<file path="config.mk">
export PLATFORM = sky130hd
export DESIGN_NAME = mtf_grp
export DESIGN_NICKNAME = d
export VERILOG_FILES = /design/src/rtl/move_to_front_transform_assert.svh /design/src/rtl/mtf_pkg.sv /design/src/rtl/mtf_grp.sv
export SDC_FILE = /design/constraint.sdc
export NUM_CORES = 1
export LEC_CHECK = 0
export BUFFER_PORTS_ARGS = -buffer_cell sky130_fd_sc_hd__buf_2
export CELL_PAD_IN_SITES_DETAIL_PLACEMENT = 1
export CELL_PAD_IN_SITES_GLOBAL_PLACEMENT = 1
export CORE_MARGIN = 10
export CORE_UTILIZATION = 19
export DETAILED_ROUTE_END_ITERATION = 8
export MAX_ROUTING_LAYER = met4
export PLACE_DENSITY_LB_ADDON = 0.1
export SETUP_SLACK_MARGIN = 0.1
export SLEW_MARGIN = 20
export SYNTH_ARGS = -nofsm -noshare
export SYNTH_HDL_FRONTEND = slang
export SYNTH_SLANG_ARGS = --single-unit
</file>
<file path="constraint.sdc">
create_clock -name clk -period 2.8 [get_ports clk]
set_clock_uncertainty 0.1 [all_clocks]
set_input_delay 0 -clock clk [delete_from_list [all_inputs] [get_ports clk]]
set_output_delay 0 -clock clk [all_outputs]
set_load 0.005 [all_outputs]
</file>
<file path="src/rtl/move_to_front_transform_assert.svh">
// assertion macros shared by the move-to-front transform
`ifndef MOVE_TO_FRONT_TRANSFORM_ASSERT_SVH
`define MOVE_TO_FRONT_TRANSFORM_ASSERT_SVH

// same-cycle implication, checked outside reset
`define MTF_ASSERT_SAME(name, clk, rst, ante, cons) \
  name: assert property (@(posedge clk) disable iff (rst) (ante) |-> (cons)) \
    else $error("mtf check failed");

// next-cycle implication, checked outside reset
`define MTF_ASSERT_NEXT(name, clk, rst, ante, cons) \
  name: assert property (@(posedge clk) disable iff (rst) (ante) |=> (cons)) \
    else $error("mtf check failed");

`endif

</file>
<file path="src/rtl/mtf_pkg.sv">
// types and constants of the move-to-front transform
package mtf_pkg;

  localparam int unsigned SYM_W    = 8;
  localparam int unsigned GRP_SIZE = 16;

  // direction codes
  localparam logic DIR_ENCODE = 1'b0;
  localparam logic DIR_DECODE = 1'b1;

  // control broadcast to every cell
  typedef struct packed {
    logic             load;   // capture a compare hit for a new transfer
    logic             dir;
    logic [SYM_W-1:0] sym;    // incoming byte, used at load
    logic             upd;    // apply the move to front
    logic             found;
    logic             last;
    logic [SYM_W-1:0] pos;    // rank of the moved symbol
  } mtf_cell_ctl_t;

  // result of one group of cells
  typedef struct packed {
    logic             hit;
    logic [SYM_W-1:0] pos;
    logic [SYM_W-1:0] val;
  } mtf_grp_t;

endpackage

</file>
<file path="src/rtl/mtf_grp.sv">
// registered or-reduction of the hits of one group of cells
module mtf_grp #(
  parameter int unsigned COUNT = 16,
  parameter int unsigned BASE  = 0
) (
  input  logic                                 clk,
  input  logic [COUNT-1:0]                     hits,
  input  logic [COUNT-1:0][mtf_pkg::SYM_W-1:0] vals,
  output mtf_pkg::mtf_grp_t                    res
);
  import mtf_pkg::*;

  mtf_grp_t acc;

  // at most one hit in the group, so an or gives its rank and symbol
  always_comb begin
    acc = '0;
    for (int unsigned i = 0; i < COUNT; i++) begin
      if (hits[i]) begin
        acc.hit = 1'b1;
        acc.pos = acc.pos | SYM_W'(BASE + i);
        acc.val = acc.val | vals[i];
      end
    end
  end

  always_ff @(posedge clk) begin
    res <= acc;
  end

endmodule

</file>
==> flow_summary.ini, run 1 <==
[status]
status = finished clean

[timing]
timing.final.hold_violations = 0
post-route-period-util = 0.769
fmaxAchievable_mhz = 465
fin_crit_ns = 2.15
setup_viol = 0
rsz0062_at_grt = false
max-slew-margin-rel = 0.656
setup-tns-final_ns = 0
worst_pin_slew_ns = 0.515
finalMaxSlewViolations = 0

[grt]
pin_count_of_the_biggest_net_entering_global_routing = 12
grt_pass1_vias = 2156
grt_usage = 0.170
grt-ovfl-total = 0
grt_first_pass_wirelength_um = 11400
number_of_antenna_violations_at_the_first_check_in_global_routing = 0

[yosys]
dominantRegCellSynth = dfxtp_1
async_flop_share = 0
ys_top_cells_by_area = a221oi_1 (26%), dfxtp_1 (24%), a22o_1 (20%)
seq_area_frac_synth = 0.242
synth_largest_type_area_fraction = 0.260
postSynthCellCount = 121
yosysWarnings = 0
synth.cells.most_frequent = a221oi_1 (32), a22o_1 (25), dfxtp_1 (13)
number_of_synthesized_register_bits = 13
synth.most_common_cell = a221oi_1
syn_area_per_cell_sq_um = 8.90
synth_area_sq_um = 1080
post-synth-top-area-cell = a221oi_1
synth-edff-count = 0
netlist-cell-type-count = 16

[flow_run]
maxCapViolations = 0

[clock_network]
ctsResizeCount = 0
htree_num_levels = 1
clkSinkCount = 13
root_buffer = clkbuf_8
numCtsBuffers = 3
cts.reportedPaths.clkPinSlew_ns = 0.06
cts_tree = built
setup_bufs_post_cts = 0
holdBufCountCts = 24
clockBufferDepth = 2

[routing]
route.layer.met1.wl_um = 3250
met2WireLength_um = 3870
vias = 1810
firstDrtPassIters = 4
route.met3.wl_um = 602
post_drt_via_cell_ratio = 5.01
iteration_0_drc_count_of_the_detailed_router = 44
remaining_drc_errors = 0
totalWireLength_um = 7790
wl_per_cell_um = 21.6
ant_nets = 0
top_signal_layer_used = met4

[final_layout]
registers_with_the_most_flip_flops = res: 13 flops
largest_register_by_flop_count = res
final.fill_count = 728
ratio_of_cells_with_drive_above_1_in_the_final_layout = 0.585
fin_area_sq_um = 2140
max_reg_flops = 13
design.final.nets = 435
synthToLayoutAreaGrowth_pct = 98.8
n_antenna_cell = 0

[power]
powerDensity_nw_per_um2 = 285
peak_vdd_ir_mv = 0.133
power.static_leakage_nw = 1.03
design_power_total_mw = 0.611

[worst_hold_path]
worst_hold_path_type = primary input to flip-flop

[worst_setup_path]
cp-startpoint = vals[70]
critical_path_endpoint = res[6]$_DFF_P_
end_kind = flip-flop
arrival_ns = 2.18
critPathLaunchType = primary input
worstSetupPathType = primary input to flip-flop
worst-endpoint-required_ns = 2.83
crit_fanout = 1

[placement]
gp_congestion = 0.869
place.port_buffers = 157
place_area_sq_um = 1860
hpwlAfterDp_um = 6530

[floorplan]
design.die.area_sq_um = 9080
floorplan.initialDensity = 0.196
dieWidth_um = 95.3
core.rowCount = 27
die_h_um = 95.3
design.portCount = 162
placeableCoreArea_sq_um = 5510
-- cell usage in the layout (no fill, tap or decap), types with 4 or more instances in the layout --
cell           instances
a221oi_1              32
a22o_1                25
a22o_2                 7
buf_2                157
conb_1                 4
dfxtp_1               13
dlygate4sd3_1         24
nand4_1                9
nor4_1                 5
-- stage by stage --
step / utilization / hold slack (ns) / worst slack, ns / instances
2_1_floorplan: - / 0.0331 / 1.72 / 124
3_3_place_gp: 0.337 / 0.129 / 1.59 / 333
3_5_place_dp: 0.337 / 0.128 / 1.58 / 333
4_1_cts: 0.389 / 0.0157 / 0.693 / 361
5_1_grt: 0.389 / 0.0506 / 0.534 / 361
6_report: 0.389 / 0.0109 / 0.647 / 361
-- metal layers --
metal | vias up | GRT usage
met5 | - | -
met4 | 0 | 0.0399
met3 | 6 | 0.0408
met2 | 104 | 0.294
met1 | 831 | 0.191
li1 | 869 | -
-- worst min path at each step --
stage	endpoint	slack (ns)	depth (start not counted)	start
floorplan	res[0]$_DFF_P_	0.03	2	vals[104]
finish	res[10]$_SDFF_PP1_	0.01	3	hits[7]
detailed placement	res[3]$_DFF_P_	0.13	3	vals[107]
CTS	res[10]$_SDFF_PP1_	0.02	3	hits[4]
global route	res[10]$_SDFF_PP1_	0.05	3	hits[4]
global placement	res[3]$_DFF_P_	0.13	3	vals[107]
-- cell type report --
class / instances / area [sq um] / share of cell area
flip-flops and latches: 13 / 260 / 0.121
well taps: 72 / 90.1 / 0.0421
repair buffers: 181 / 1030 / 0.479
clock buffers: 4 / 45.0 / 0.0210
multi-input cells: 91 / 721 / 0.336
-- worst max-delay path, stage by stage --
cell	delay, ns
dlygate4sd3_1	0.54
buf_2	0.12
a221oi_1	0.24
dlygate4sd3_1	0.60
nand4_1	0.09
dlygate4sd3_1	0.58
-- power by group --
part	total, mW	switching [mW]	internal, mW
clock	0.176	0.0754	0.101
combinational	0.248	0.106	0.143
sequential	0.187	0.000314	0.186
-- cells by family (layout without fill, tap and decap cells) --
| group | after synthesis | after routing | synth area share |
|---|---|---|---|
| AO/OA/AOI/OAI | 64 | 64 | 0.528 |
| AND/OR/NAND/NOR | 23 | 23 | 0.127 |
| buffers and inverters | 20 | 185 | 0.0999 |
| flip-flops | 13 | 13 | 0.242 |
| other | 1 | 4 | 0.00348 |
No activity file was read; power rests on OpenSTA's default activity.
==> run 2: changes to the inputs <==
--- a/config.mk
+++ b/config.mk
@@ -9,7 +9,7 @@
 export CELL_PAD_IN_SITES_DETAIL_PLACEMENT = 1
 export CELL_PAD_IN_SITES_GLOBAL_PLACEMENT = 1
 export CORE_MARGIN = 10
-export CORE_UTILIZATION = 19
+export CORE_UTILIZATION = 16
 export DETAILED_ROUTE_END_ITERATION = 8
 export MAX_ROUTING_LAYER = met4
 export PLACE_DENSITY_LB_ADDON = 0.1
==> constraint.sdc (replaced) <==
create_clock -name clk -period 1.8 [get_ports clk]
set_clock_uncertainty 0.1 [all_clocks]
set_input_delay 0 -clock clk [delete_from_list [all_inputs] [get_ports clk]]
set_output_delay 0 -clock clk [all_outputs]
set_load 0.005 [all_outputs]
==> run 2 against run 1 <==
  * The flow now finishes with violations (negative hold slack)
  * Hold slack worse by 0.011 ns
  * Clock power increased by 51%
  * Setup slack worse by 0.49 ns
  * Clock-buffer cell count stayed put
  * Final area is 20% higher
  * Sequential power increased by 56%
  * Flip-flop and latch count stayed put
  * Via count up 10%
  * Critical endpoint unchanged
  * Largest power group unchanged
  * Highest routed layer unchanged
==> flow_summary.ini, run 2 (synthesis results as in run 1) <==
[worst_setup_path]
critPathBufInv = 3
max_stage_delay_ns = 0.62
crit_fanout = 1
end_kind = flip-flop
cp_cell_sequence = dlygate4sd3_1 > buf_2 > a221oi_1 > dlygate4sd3_1 > nand4_1
critPathLaunchType = primary input
worst-endpoint-required_ns = 1.82
critical-path-top-cell-by-count = dlygate4sd3_1
timing.critical_path.max_delay_family = buffers and inverters
arrival_ns = 1.67
worstSetupPathType = primary input to flip-flop
crit_path_top_delay_cell = dlygate4sd3_1

[placement]
place.port_buffers = 157
gp_congestion = 0.806
hpwlAfterDp_um = 7060
place_area_sq_um = 1860
place_inst = 338

[timing]
setup-tns-final_ns = 0
post-route-period-util = 0.914
finalMaxSlewViolations = 0
fin_crit_ns = 1.64
rsz0062_at_grt = false
timing.final.hold_violations = 1
setup_viol = 0
fmaxAchievable_mhz = 608
worst_hold_slack_ns = -0.000453

[final_layout]
final_common_cell = buf_2
most-common-layout-cells = buf_2 (157), dlygate4sd3_1 (64), a221oi_1 (29), a22o_1 (25), dfxtp_1 (13)
max_reg_flops = 13
largest_register_by_flop_count = res
n_antenna_cell = 0
synthToLayoutAreaGrowth_pct = 138
registers_with_the_most_flip_flops = res: 13 flops
finish.cell_count_without_fillers = 406
design.final.nets = 475
ratio_of_cells_with_drive_above_1_in_the_final_layout = 0.523
fin_area_sq_um = 2570
share_of_the_core_filled_with_cells_in_the_final_layout = 0.398

[grt]
pin_count_of_the_biggest_net_entering_global_routing = 12
grt_pass1_vias = 2361
grt-ovfl-total = 0
grt_first_pass_wirelength_um = 12700
number_of_antenna_violations_at_the_first_check_in_global_routing = 0
grt_usage = 0.164

[clock_network]
root_buffer = clkbuf_8
clkSinkCount = 13
htree_num_levels = 1
numCtsBuffers = 3
cts_tree = built
setup_bufs_post_cts = 0
clockBufferDepth = 2
cts.reportedPaths.clkPinSlew_ns = 0.05

[floorplan]
die_h_um = 102
placeableCoreArea_sq_um = 6460
floorplan.initialDensity = 0.167
core.rowCount = 29
dieWidth_um = 102
design.portCount = 162
design.die.area_sq_um = 10400

[power]
internal_power_mw = 0.751
power.static_leakage_nw = 1.24
power_frac_comb = 0.470
netSwitchingPower_mw = 0.299
power_switching_share = 0.284
p_seq_frac = 0.277
share_clk_of_total_power = 0.253
powerDensity_nw_per_um2 = 409
peak_vdd_ir_mv = 0.155

[routing]
post_drt_via_cell_ratio = 4.92
totalWireLength_um = 8830
remaining_drc_errors = 0
vias = 1998
ant_nets = 0
wl_per_cell_um = 21.7
firstDrtPassIters = 4
iteration_0_drc_count_of_the_detailed_router = 23

[status]
status = finished, violations left
violations_in_the_final_reports = negative hold slack

[flow_run]
maxCapViolations = 0

[worst_hold_path]
worst_hold_path_type = primary input to flip-flop
[run 2: tightest hold or removal path, cell delays in order]
cell and delay (ns):
buf_2 0.08, a22o_1 0.11, a221oi_1 0.06, nand4_1 0.07
[run 2: path summary, 6_finish.rpt]
| kind | slack, ns | start | endpoint | depth (start not counted) |
|---|---|---|---|---|
| hold / removal | -0.0005 | vals[122] | res[2]$_DFF_P_ | 4 |
| setup / recovery | 0.16 | vals[86] | res[6]$_DFF_P_ | 5 |
[run 2: power groups by stage]
stage / logic (mW) / registers, mW / clock network, mW
final: 0.493 / 0.291 / 0.266
after global routing: 0.537 / 0.291 / 0.281
after CTS: 0.484 / 0.291 / 0.271
after detailed placement: 0.351 / 0.297 / 0
after global placement: 0.349 / 0.297 / 0
after floorplan: 0.159 / 0.297 / 0
[run 2: timing repair]
| item | in CTS | in global routing |
|---|---|---|
| gates resized for setup | 0 | 3 |
| hold endpoints to repair | 8 | 0 |
| hold buffers | 64 | 0 |
| endpoints found under the setup margin | 0 | 2 |
[run 2: layout make-up]
cell class / instances / area, sq um
Clock buffer: 4 / 45.0
Fill cell: 837 / 3890
Multi-Input combinational cell: 91 / 739
Sequential cell: 13 / 260
Tap cell: 77 / 96.3
Timing Repair Buffer: 221 / 1430
[run 2: through the flow]
| stage | total power, mW | setup slack [ns] |
|---|---|---|
| floorplan | 0.456 | 0.716 |
| global placement | 0.647 | 0.547 |
| detailed placement | 0.648 | 0.546 |
| CTS | 1.05 | 0.178 |
| global route | 1.11 | 0.103 |
| finish | 1.05 | 0.155 |
[run 2: routing by layer]
metal | global-route usage | up-vias | part of all wire
met5 | - | - | 0
met3 | 0.0358 | 12 | 0.058
met1 | 0.177 | 954 | 0.40
li1 | - | 945 | -
met4 | 0.0358 | 0 | 0.018
met2 | 0.299 | 87 | 0.52
