--- src/rtl/move_to_front_transform_assert.svh ---
// assertion macros shared by the move-to-front transform
`ifndef MOVE_TO_FRONT_TRANSFORM_ASSERT_SVH
`define MOVE_TO_FRONT_TRANSFORM_ASSERT_SVH

// same-cycle implication, checked outside reset
`define MTF_ASSERT_SAME(name, clk, rst, ante, cons) \
  name: assert property (@(posedge clk) disable iff (rst) (ante) |-> (cons)) \
    else $error("mtf check failed");

// next-cycle implication, checked outside reset
`define MTF_ASSERT_NEXT(name, clk, rst, ante, cons) \
  name: assert property (@(posedge clk) disable iff (rst) (ante) |=> (cons)) \
    else $error("mtf check failed");

`endif

--- src/rtl/mtf_pkg.sv ---
// types and constants of the move-to-front transform
package mtf_pkg;

  localparam int unsigned SYM_W    = 8;
  localparam int unsigned GRP_SIZE = 16;

  // direction codes
  localparam logic DIR_ENCODE = 1'b0;
  localparam logic DIR_DECODE = 1'b1;

  // control broadcast to every cell
  typedef struct packed {
    logic             load;   // capture a compare hit for a new transfer
    logic             dir;
    logic [SYM_W-1:0] sym;    // incoming byte, used at load
    logic             upd;    // apply the move to front
    logic             found;
    logic             last;
    logic [SYM_W-1:0] pos;    // rank of the moved symbol
  } mtf_cell_ctl_t;

  // result of one group of cells
  typedef struct packed {
    logic             hit;
    logic [SYM_W-1:0] pos;
    logic [SYM_W-1:0] val;
  } mtf_grp_t;

endpackage

--- src/rtl/mtf_cell.sv ---
// one entry of the recency table with its compare and shift logic
module mtf_cell #(
  parameter int unsigned IDX = 0
) (
  input  logic                         clk,
  input  logic                         rst,
  input  mtf_pkg::mtf_cell_ctl_t       ctl,
  input  logic [mtf_pkg::SYM_W-1:0]    prev,
  output logic [mtf_pkg::SYM_W-1:0]    value,
  output logic                         hit
);
  import mtf_pkg::*;

  localparam logic [SYM_W-1:0] IDX_B = SYM_W'(IDX);

  // entry and hit flag; a last byte resets the entry, else entries at or before the moved rank take prev
  always_ff @(posedge clk) begin
    if (rst) begin
      value <= IDX_B;
      hit   <= 1'b0;
    end else begin
      if (ctl.load) begin
        hit <= (ctl.dir == DIR_DECODE) ? (IDX_B == ctl.sym) : (value == ctl.sym);
      end
      if (ctl.upd) begin
        if (ctl.last) begin
          value <= IDX_B;
        end else if (ctl.found && (IDX_B <= ctl.pos)) begin
          value <= prev;
        end
      end
    end
  end

endmodule

--- config.mk ---
export PLATFORM = sky130hd
export DESIGN_NAME = mtf_cell
export DESIGN_NICKNAME = d
export VERILOG_FILES = /design/src/rtl/move_to_front_transform_assert.svh /design/src/rtl/mtf_pkg.sv /design/src/rtl/mtf_cell.sv
export SDC_FILE = /design/constraint.sdc
export NUM_CORES = 1
export LEC_CHECK = 0
export ABC_AREA = 1
export BUFFER_PORTS_ARGS = -buffer_cell sky130_fd_sc_hd__buf_2
export CORE_MARGIN = 10
export CORE_UTILIZATION = 35
export DETAILED_ROUTE_END_ITERATION = 8
export MAX_ROUTING_LAYER = met4
export PLACE_DENSITY = 0.71
export SLEW_MARGIN = 30
export SYNTH_ARGS = -nofsm -noshare
export SYNTH_HDL_FRONTEND = slang
export SYNTH_SLANG_ARGS = --single-unit
--- constraint.sdc ---
create_clock -name clk -period 1.05 [get_ports clk]
set_input_delay 0.0525 -clock clk [delete_from_list [all_inputs] [get_ports clk]]
set_output_delay 0.0525 -clock clk [all_outputs]
set_load 0.01 [all_outputs]
==> results.toml, run 1 <==
[sta]
maxSlewHeadroom = 0.801
max_freq_ghz = 1.08
hold_slack_ns = 0.0655
rsz0062_at_grt = "no"
setup_viol = 0
finalCriticalPeriod_ns = 0.929
slew_violations = 0
worstMarginPinSlew_ns = 0.298
hold_violations = 0
skew_ns = 0.00262
period_share = 0.885
tns_ns = 0

[cells_and_area]
multi_input_area_um2 = 297
finish.utilization = 0.503
nFillCells = 164
syn2layout_area_growth_pct = 37.1
drive_gt1_frac = 0.385
nets = 149
antenna_cells = 0
seqCellArea_um2 = 181

[synth]
avgSynthCellArea_um2 = 6.74
synthesis.instances = 82
syn_area_um2 = 553
synth_cell_types = 15
ys_seq_elements = 9
synth_nets = 113
seq_area_frac_synth = 0.326
synth_warnings = 0

[global_routing]
grt_antenna_before_repair = 0
grt_use_total = 0.0917
grt_pass1_vias = 629
grt_pass1_wl_um = 2500
grt-ovfl-total = 0
grt_max_degree = 10

[worst_setup_path]
ff2ff_setup_slack_ns = 0.12
worstPathMaxFanout = 3
worstSetupStartpointType = "flop"
arrival_ns = 1.12
reg2reg_depth = 6
reg2reg_from = "value[2]$_SDFFE_PP0P_"
r2r_end = "hit$_SDFFE_PP0P_"
cp-end-kind = "flop"
required_ns = 1.24
crit_type = "flop to flop"

[pwr]
ir_drop_mv = 0.565
power_density_nw_per_um2 = 1120
leakage_nw = 0.408

[route]
drtPass1Iterations = 4
drc = 0
drt-wirelength-per-cell_um = 11.2
postRouteAntennaNets = 0
viasPerCell = 4.74
vias = 631
finalWirelength_um = 1490
drt_iter0_drc = 10

[floorplanning]
fp-row-count = 14
die-area_um2 = 3570
core-area_um2 = 1510
initial_utilization = 0.367
dieWidth_um = 59.8
ios = 40
die_y_um = 59.8

[clock_tree]
cts_max_level = 1
clk-insertion-delay-late_ns = 0.26
cts_root_buf = "clkbuf_4"
cts_tree = "done"
holdBufCountCts = 0
clkTransAtPathRegs_ns = 0.06
cts.sinks = 9
cts.path.max_buffers = 2
cts_inserted_buffers = 3

[placement]
gp_congestion = 0.861
portBuffers = 31
dp_hpwl_um = 1270

[min_path]
min_path_cells = 3
min_to = "value[3]$_SDFFE_PP0P_"
min-delay-start = "prev[3]"
hold_path.class = "input pin to flop"

[flow_run]
maxCapViolations = 0

[status]
status = "complete, no violations"
## placed cells by master, fill, tap and decap left out, drive strengths merged
cell type  synthesis  layout
o21ai              1       1
xor2               1       1
clkbuf             1       4
nand2             21      21
a211oi             6       6
nand3              5       5
inv               17      17
a21oi             10      10
nor3               2       2
dfxtp              9       9
buf                1      33
o21bai             1       1
nor2               7       7
## logic make-up (layout without fill, tap and decap cells)
logic type | count (synthesis) | after routing | synth area share
xor gates and xnor gates | 1 | 1 | 0.0158
AOI/OAI and AO/OA | 18 | 18 | 0.260
buffers and inverters | 19 | 54 | 0.145
and+or+nand+nor | 35 | 35 | 0.253
DFF | 9 | 9 | 0.326
## flip-flops by register name (all words and copies together) (netlist names)
signal / flops
hit: 1
value: 8
## layer usage
metal,global-route usage,up-vias,routed length [µm]
li1,-,329,-
met1,0.0969,271,597
met2,0.137,29,689
met3,0.0530,2,181
met4,0.0385,0,25
met5,-,-,0
## Yosys cell counts
master,number,area (µm²)
o21bai_1,1,7.51
a21oi_1,6,30.0
inv_1,17,63.8
buf_6,1,11.3
a21oi_2,4,35.0
nor2_1,7,26.3
a211oi_1,4,30.0
xor2_1,1,8.76
dfxtp_1,9,180
a211oi_2,2,25.0
nor3_1,2,10.0
nand3_1,5,25.0
nand2_1,21,78.8
o21ai_4,1,16.3
clkbuf_2,1,5.00
## report_power, final
group | leakage (nW) | total (mW) | switching [mW] | internal (mW)
registers | 0.0745 | 0.378 | 0.0144 | 0.364
clock network | 0.0150 | 0.267 | 0.120 | 0.146
logic | 0.318 | 0.206 | 0.113 | 0.0933
## cell type report
| cell class | instances | share of cell area |
|---|---|---|
| well taps | 16 | 0.0264 |
| repair buffers | 33 | 0.224 |
| multi-input cells | 54 | 0.391 |
| clock buffers | 4 | 0.0347 |
| flip-flops and latches | 9 | 0.239 |
| inverters | 17 | 0.0842 |
## critical path, cell delays in order, from the launching register on
cell     delay [ns]
dfxtp_2        0.34
inv_1          0.06
a21oi_2        0.11
nand2_1        0.05
nor2_1         0.09
nand3_1        0.08
a21oi_1        0.13
## through the flow
step	power (mW)	setup slack, ns	instance area, µm²	std cells
finish	0.851	0.121	758	133
global route	0.911	0.00593	758	133
CTS	0.860	0.0753	753	133
detailed placement	0.592	0.0930	727	129
global placement	0.587	0.102	727	129
floorplan	0.501	0.123	553	82
## what timing repair did
| action | CTS | global route |
|---|---|---|
| gates resized for setup | 0 | 2 |
| setup endpoints to repair | 0 | 1 |
| setup buffers | 0 | 0 |
## worst max-delay path by stage
| stage | cells after the start | end | start |
|---|---|---|---|
| 2_1_floorplan | 6 | hit$_SDFFE_PP0P_ | value[2]$_SDFFE_PP0P_ |
| 3_3_place_gp | 6 | hit$_SDFFE_PP0P_ | value[2]$_SDFFE_PP0P_ |
| 3_5_place_dp | 6 | hit$_SDFFE_PP0P_ | value[2]$_SDFFE_PP0P_ |
| 4_1_cts | 6 | hit$_SDFFE_PP0P_ | value[2]$_SDFFE_PP0P_ |
| 5_1_grt | 7 | hit$_SDFFE_PP0P_ | value[6]$_SDFFE_PP0P_ |
| 6_report | 6 | hit$_SDFFE_PP0P_ | value[2]$_SDFFE_PP0P_ |
Power figures use the tool's default switching activity.
==> run 2: changes to the inputs <==
Settings changed: ABC_AREA 1 to unset, CORE_AREA set to 10 10 47 49, CORE_MARGIN 10 to unset, CORE_UTILIZATION 35 to unset, DIE_AREA set to 0 0 57 59, PLACE_DENSITY 0.71 to 0.72.
==> results.toml, run 2 <==
[status]
status = "complete, no violations"

[synth]
seq_area_frac_synth = 0.410
synth-main-ff-cell = "dfxtp_1"
synth_edf_count = 0
synth_warnings = 0
yosysTopAreaCellShare = 0.410
avgSynthCellArea_um2 = 9.34
synth_commonest_cells = "nor2_1, dfxtp_1, a22oi_1, xor2_1, nand2_1"
syn_area_um2 = 439
yosysMostFrequentCell = "nor2_1"
synth_top_cell_by_area = "dfxtp_1"
ys_seq_elements = 9
synth_cell_types = 14
synthesis.instances = 47
async_flop_share = 0
synthTopCellsByArea = "dfxtp_1, xor2_1, a22oi_1"
synth_nets = 78

[clock_tree]
clkTransAtPathRegs_ns = 0.06
cts_max_level = 1
cts_root_buf = "clkbuf_4"
clk-insertion-delay-late_ns = 0.25
holdBufCountCts = 0
cts.path.max_buffers = 2
cts.sinks = 9
cts_inserted_buffers = 3
cts_tree = "done"

[worst_setup_path]
worstSetupStartpointType = "flop"
cp-end-kind = "flop"
worstPathMaxFanout = 2
reg2reg_depth = 3
required_ns = 1.25
arrival_ns = 1.17
crit_type = "flop to flop"

[floorplanning]
die_y_um = 59
die-area_um2 = 3360
core-area_um2 = 1400
initial_utilization = 0.313
dieWidth_um = 57
fp-row-count = 14
ios = 40

[global_routing]
grt-ovfl-total = 0
grt_pass1_wl_um = 2140
grt_pass1_vias = 534
grt_use_total = 0.0774
grt_max_degree = 11
grt_antenna_before_repair = 0

[route]
finalWirelength_um = 1360
postRouteAntennaNets = 0
drt-wirelength-per-cell_um = 13.6
viasPerCell = 4.85
drc = 0
drt_iter0_drc = 15
vias = 485
drtPass1Iterations = 4

[min_path]
min_path_cells = 3
hold_path.class = "input pin to flop"

[cells_and_area]
reg_top3 = "value: 8 flops, hit: 1 flops"
top_register = "value"
largest_register_ffs = 8
finish.utilization = 0.471
syn2layout_area_growth_pct = 50.4
seqCellArea_um2 = 183
nFillCells = 141
layout.cells.most_common = "buf_2"
nets = 116
antenna_cells = 0
drive_gt1_frac = 0.500
mostFrequentLayoutCells = "buf_2, nor2_1, a22oi_1, xor2_1, dfxtp_1"
multi_input_area_um2 = 254

[sta]
skew_ns = 0.00491
finalCriticalPeriod_ns = 0.966
worstMarginPinSlew_ns = 0.572
period_share = 0.920
slew_violations = 0
maxSlewHeadroom = 0.616
setup_viol = 0
hold_violations = 0
hold_slack_ns = 0.0319
max_freq_ghz = 1.04

[pwr]
design_power_total_mw = 0.740
leakage_nw = 0.341
power_density_nw_per_um2 = 1120
ir_drop_mv = 0.780

[placement]
gp_congestion = 0.722
portBuffers = 31
dp_hpwl_um = 1130

[flow_run]
maxCapViolations = 0
[run 2: logic make-up (layout without fill, tap and decap cells)]
logic type	Yosys count	in the layout	synth area share
flops	9	9	0.410
compound gates	11	11	0.205
xor+xnor	8	8	0.160
buf+inv	1	38	0.0114
simple gates	18	18	0.214
[run 2: worst max-delay path, cell delays in order (launching register included)]
cell	delay (ns)
dfxtp_2	0.32
xor2_1	0.15
nor4_1	0.27
a31o_1	0.18
[run 2: report_power, final]
part	switching, mW	leakage [nW]	internal (mW)
Sequential	0.00688	0.0739	0.350
Clock	0.114	0.0150	0.146
Combinational	0.0610	0.252	0.0620
[run 2: metal layers]
metal / GRT usage / share of wire
met5: - / 0
met4: 0.0302 / 0.0074
met3: 0.0172 / 0.041
met2: 0.126 / 0.46
met1: 0.0906 / 0.49
[run 2: final timing paths]
check | from | endpoint | slack [ns]
hold / removal | prev[4] | value[4]$_SDFFE_PP0P_ | 0.03
setup reg to reg | value[2]$_SDFFE_PP0P_ | hit$_SDFFE_PP0P_ | 0.08
setup / recovery | value[2]$_SDFFE_PP0P_ | hit$_SDFFE_PP0P_ | 0.08
hold reg to reg | hit$_SDFFE_PP0P_ | hit$_SDFFE_PP0P_ | 0.55
[run 2: what timing repair did]
item,in CTS,in global routing
setup endpoints to repair,0,1
setup buffers,0,2
resized for setup,0,2
[run 2: per-stage QoR]
| step | setup TNS [ns] | instances | worst slack, ns | instance area, µm² |
|---|---|---|---|---|
| 3_3_place_gp | 0 | 94 | 0.0556 | 617 |
| 4_1_cts | 0 | 98 | 0.0331 | 643 |
| 2_1_floorplan | 0 | 47 | 0.0832 | 439 |
| 5_1_grt | -0.00613 | 100 | -0.00613 | 661 |
| 3_5_place_dp | 0 | 94 | 0.0465 | 617 |
| 6_report | 0 | 100 | 0.0841 | 661 |
[run 2: cell type report]
cell class,instances,area share
sequential,9,0.277
multi-input combinational,37,0.384
tap,16,0.0303
timing repair buffer,34,0.269
clock buffer,4,0.0398
==> run 3: changes to the inputs <==
Settings changed: ABC_AREA set to 1, CORE_AREA 10 10 47 49 to unset, CORE_MARGIN set to 10, CORE_UTILIZATION set to 35, DIE_AREA 0 0 57 59 to unset, HOLD_SLACK_MARGIN set to 0.1, PLACE_DENSITY 0.72 to 0.71.
==> results.toml, run 3 (synthesis gave the netlist of run 1 again) <==
[global_routing]
grt-ovfl-total = 0
grt_antenna_before_repair = 0
grt_use_total = 0.0974
grt_pass1_wl_um = 2680
grt_max_degree = 10
grt_pass1_vias = 662

[worst_setup_path]
reg2reg_from = "value[2]$_SDFFE_PP0P_"
critPathSlowestCell = "dfxtp_2"
cp-end-kind = "flop"
arrival_ns = 1.12
reg2reg_depth = 6
crit_family = "flip-flops"
max_stage_delay_ns = 0.34
crit_type = "flop to flop"
cp_num_buf_inv = 1
required_ns = 1.24
worstPathMaxFanout = 3
r2r_end = "hit$_SDFFE_PP0P_"
worstSetupStartpointType = "flop"
crit_chain = "inv_1 -> a21oi_2 -> nand2_1 -> nor2_1 -> nand3_1 -> a21oi_1"
ff2ff_setup_slack_ns = 0.12

[route]
vias = 656
finalWirelength_um = 1560
postRouteAntennaNets = 0
drt-wirelength-per-cell_um = 11.1
drc = 0
drt_iter0_drc = 14
viasPerCell = 4.69
drtPass1Iterations = 4

[pwr]
ir_drop_mv = 0.580
power_density_nw_per_um2 = 1050
design_power_total_mw = 0.870
leakage_nw = 0.437

[floorplanning]
ios = 40
die-area_um2 = 3570
fp-row-count = 14
core-area_um2 = 1510
die_y_um = 59.8
dieWidth_um = 59.8
initial_utilization = 0.367

[placement]
gp_congestion = 0.861
portBuffers = 31
place_inst = 129
dp_hpwl_um = 1270

[cells_and_area]
drive_gt1_frac = 0.363
instances_no_fill = 140
layout.cells.most_common = "buf_2"
reg_top3 = "value: 8 flops, hit: 1 flops"
syn2layout_area_growth_pct = 49.8
top_register = "value"
antenna_cells = 0
mostFrequentLayoutCells = "buf_2, nand2_1, inv_1"
largest_register_ffs = 8
nets = 156

[min_path]
min_path_cells = 3
min-delay-start = "prev[0]"
hold_path.class = "input pin to flop"
min_to = "value[0]$_SDFFE_PP0P_"

[sta]
setup_viol = 0
max_freq_ghz = 1.08
rsz0062_at_grt = "no"
skew_ns = 0.00206
worstMarginPinSlew_ns = 0.300
slew_violations = 0
finalCriticalPeriod_ns = 0.930
maxSlewHeadroom = 0.799
tns_ns = 0
period_share = 0.886
hold_violations = 0

[clock_tree]
cts_max_level = 1
post-cts-setup-buffer-count = 0
cts_tree = "done"
clkTransAtPathRegs_ns = 0.06
cts.path.max_buffers = 2
cts.sinks = 9
clk-insertion-delay-late_ns = 0.26
cts_root_buf = "clkbuf_4"
cts_inserted_buffers = 3

[flow_run]
maxCapViolations = 0

[status]
status = "complete, no violations"
-- run 3: cell type report --
type | count | area (µm²)
Clock buffer | 4 | 26.3
Fill cell | 159 | 678
Inverter | 17 | 63.8
Multi-Input combinational cell | 54 | 297
Sequential cell | 9 | 181
Tap cell | 16 | 20.0
Timing Repair Buffer | 40 | 240
-- run 3: what timing repair did --
action                     4_1_cts  5_1_grt
resized for setup                0        2
hold endpoints to repair         6        0
setup endpoints to repair        0        1
hold buffers                     7        0
-- run 3: metal layers --
layer | GRT usage | routed length (µm) | share of wire | up-vias
li1 | - | - | - | 343
met1 | 0.104 | 655 | 0.42 | 286
met2 | 0.149 | 723 | 0.46 | 25
met3 | 0.0508 | 154 | 0.099 | 2
met4 | 0.0385 | 25 | 0.016 | 0
met5 | - | 0 | 0 | -
-- run 3: worst register-to-register path: cells and delay by family, from the launching register on --
| kind | cells | cell delay, ns |
|---|---|---|
| AOI/OAI and AO/OA | 2 | 0.24 |
| buffers and inverters | 1 | 0.07 |
| DFF | 1 | 0.34 |
| and+or+nand+nor | 3 | 0.22 |
-- run 3: how the worst max path moves through the flow --
stage	start	endpoint	slack, ns	cells after the start
2_1_floorplan	value[2]$_SDFFE_PP0P_	hit$_SDFFE_PP0P_	0.12	6
3_3_place_gp	value[2]$_SDFFE_PP0P_	hit$_SDFFE_PP0P_	0.10	6
3_5_place_dp	value[2]$_SDFFE_PP0P_	hit$_SDFFE_PP0P_	0.09	6
4_1_cts	value[2]$_SDFFE_PP0P_	hit$_SDFFE_PP0P_	0.08	6
5_1_grt	value[6]$_SDFFE_PP0P_	hit$_SDFFE_PP0P_	0.006	7
6_report	value[2]$_SDFFE_PP0P_	hit$_SDFFE_PP0P_	0.12	6
-- run 3: power by group --
| group | switching (mW) | internal (mW) |
|---|---|---|
| clock network | 0.119 | 0.146 |
| logic | 0.117 | 0.110 |
| registers | 0.0145 | 0.364 |
| total | 0.250 | 0.620 |
-- run 3: through the flow --
stage / hold WS, ns / utilization / cell area, µm² / worst slack, ns
CTS: 0.110 / 0.547 / 823 / 0.0753
detailed placement: 0.338 / 0.483 / 727 / 0.0930
floorplan: 0.220 / - / 553 / 0.123
global route: 0.113 / 0.550 / 828 / 0.00593
finish: 0.117 / 0.550 / 828 / 0.120
global placement: 0.323 / 0.483 / 727 / 0.102
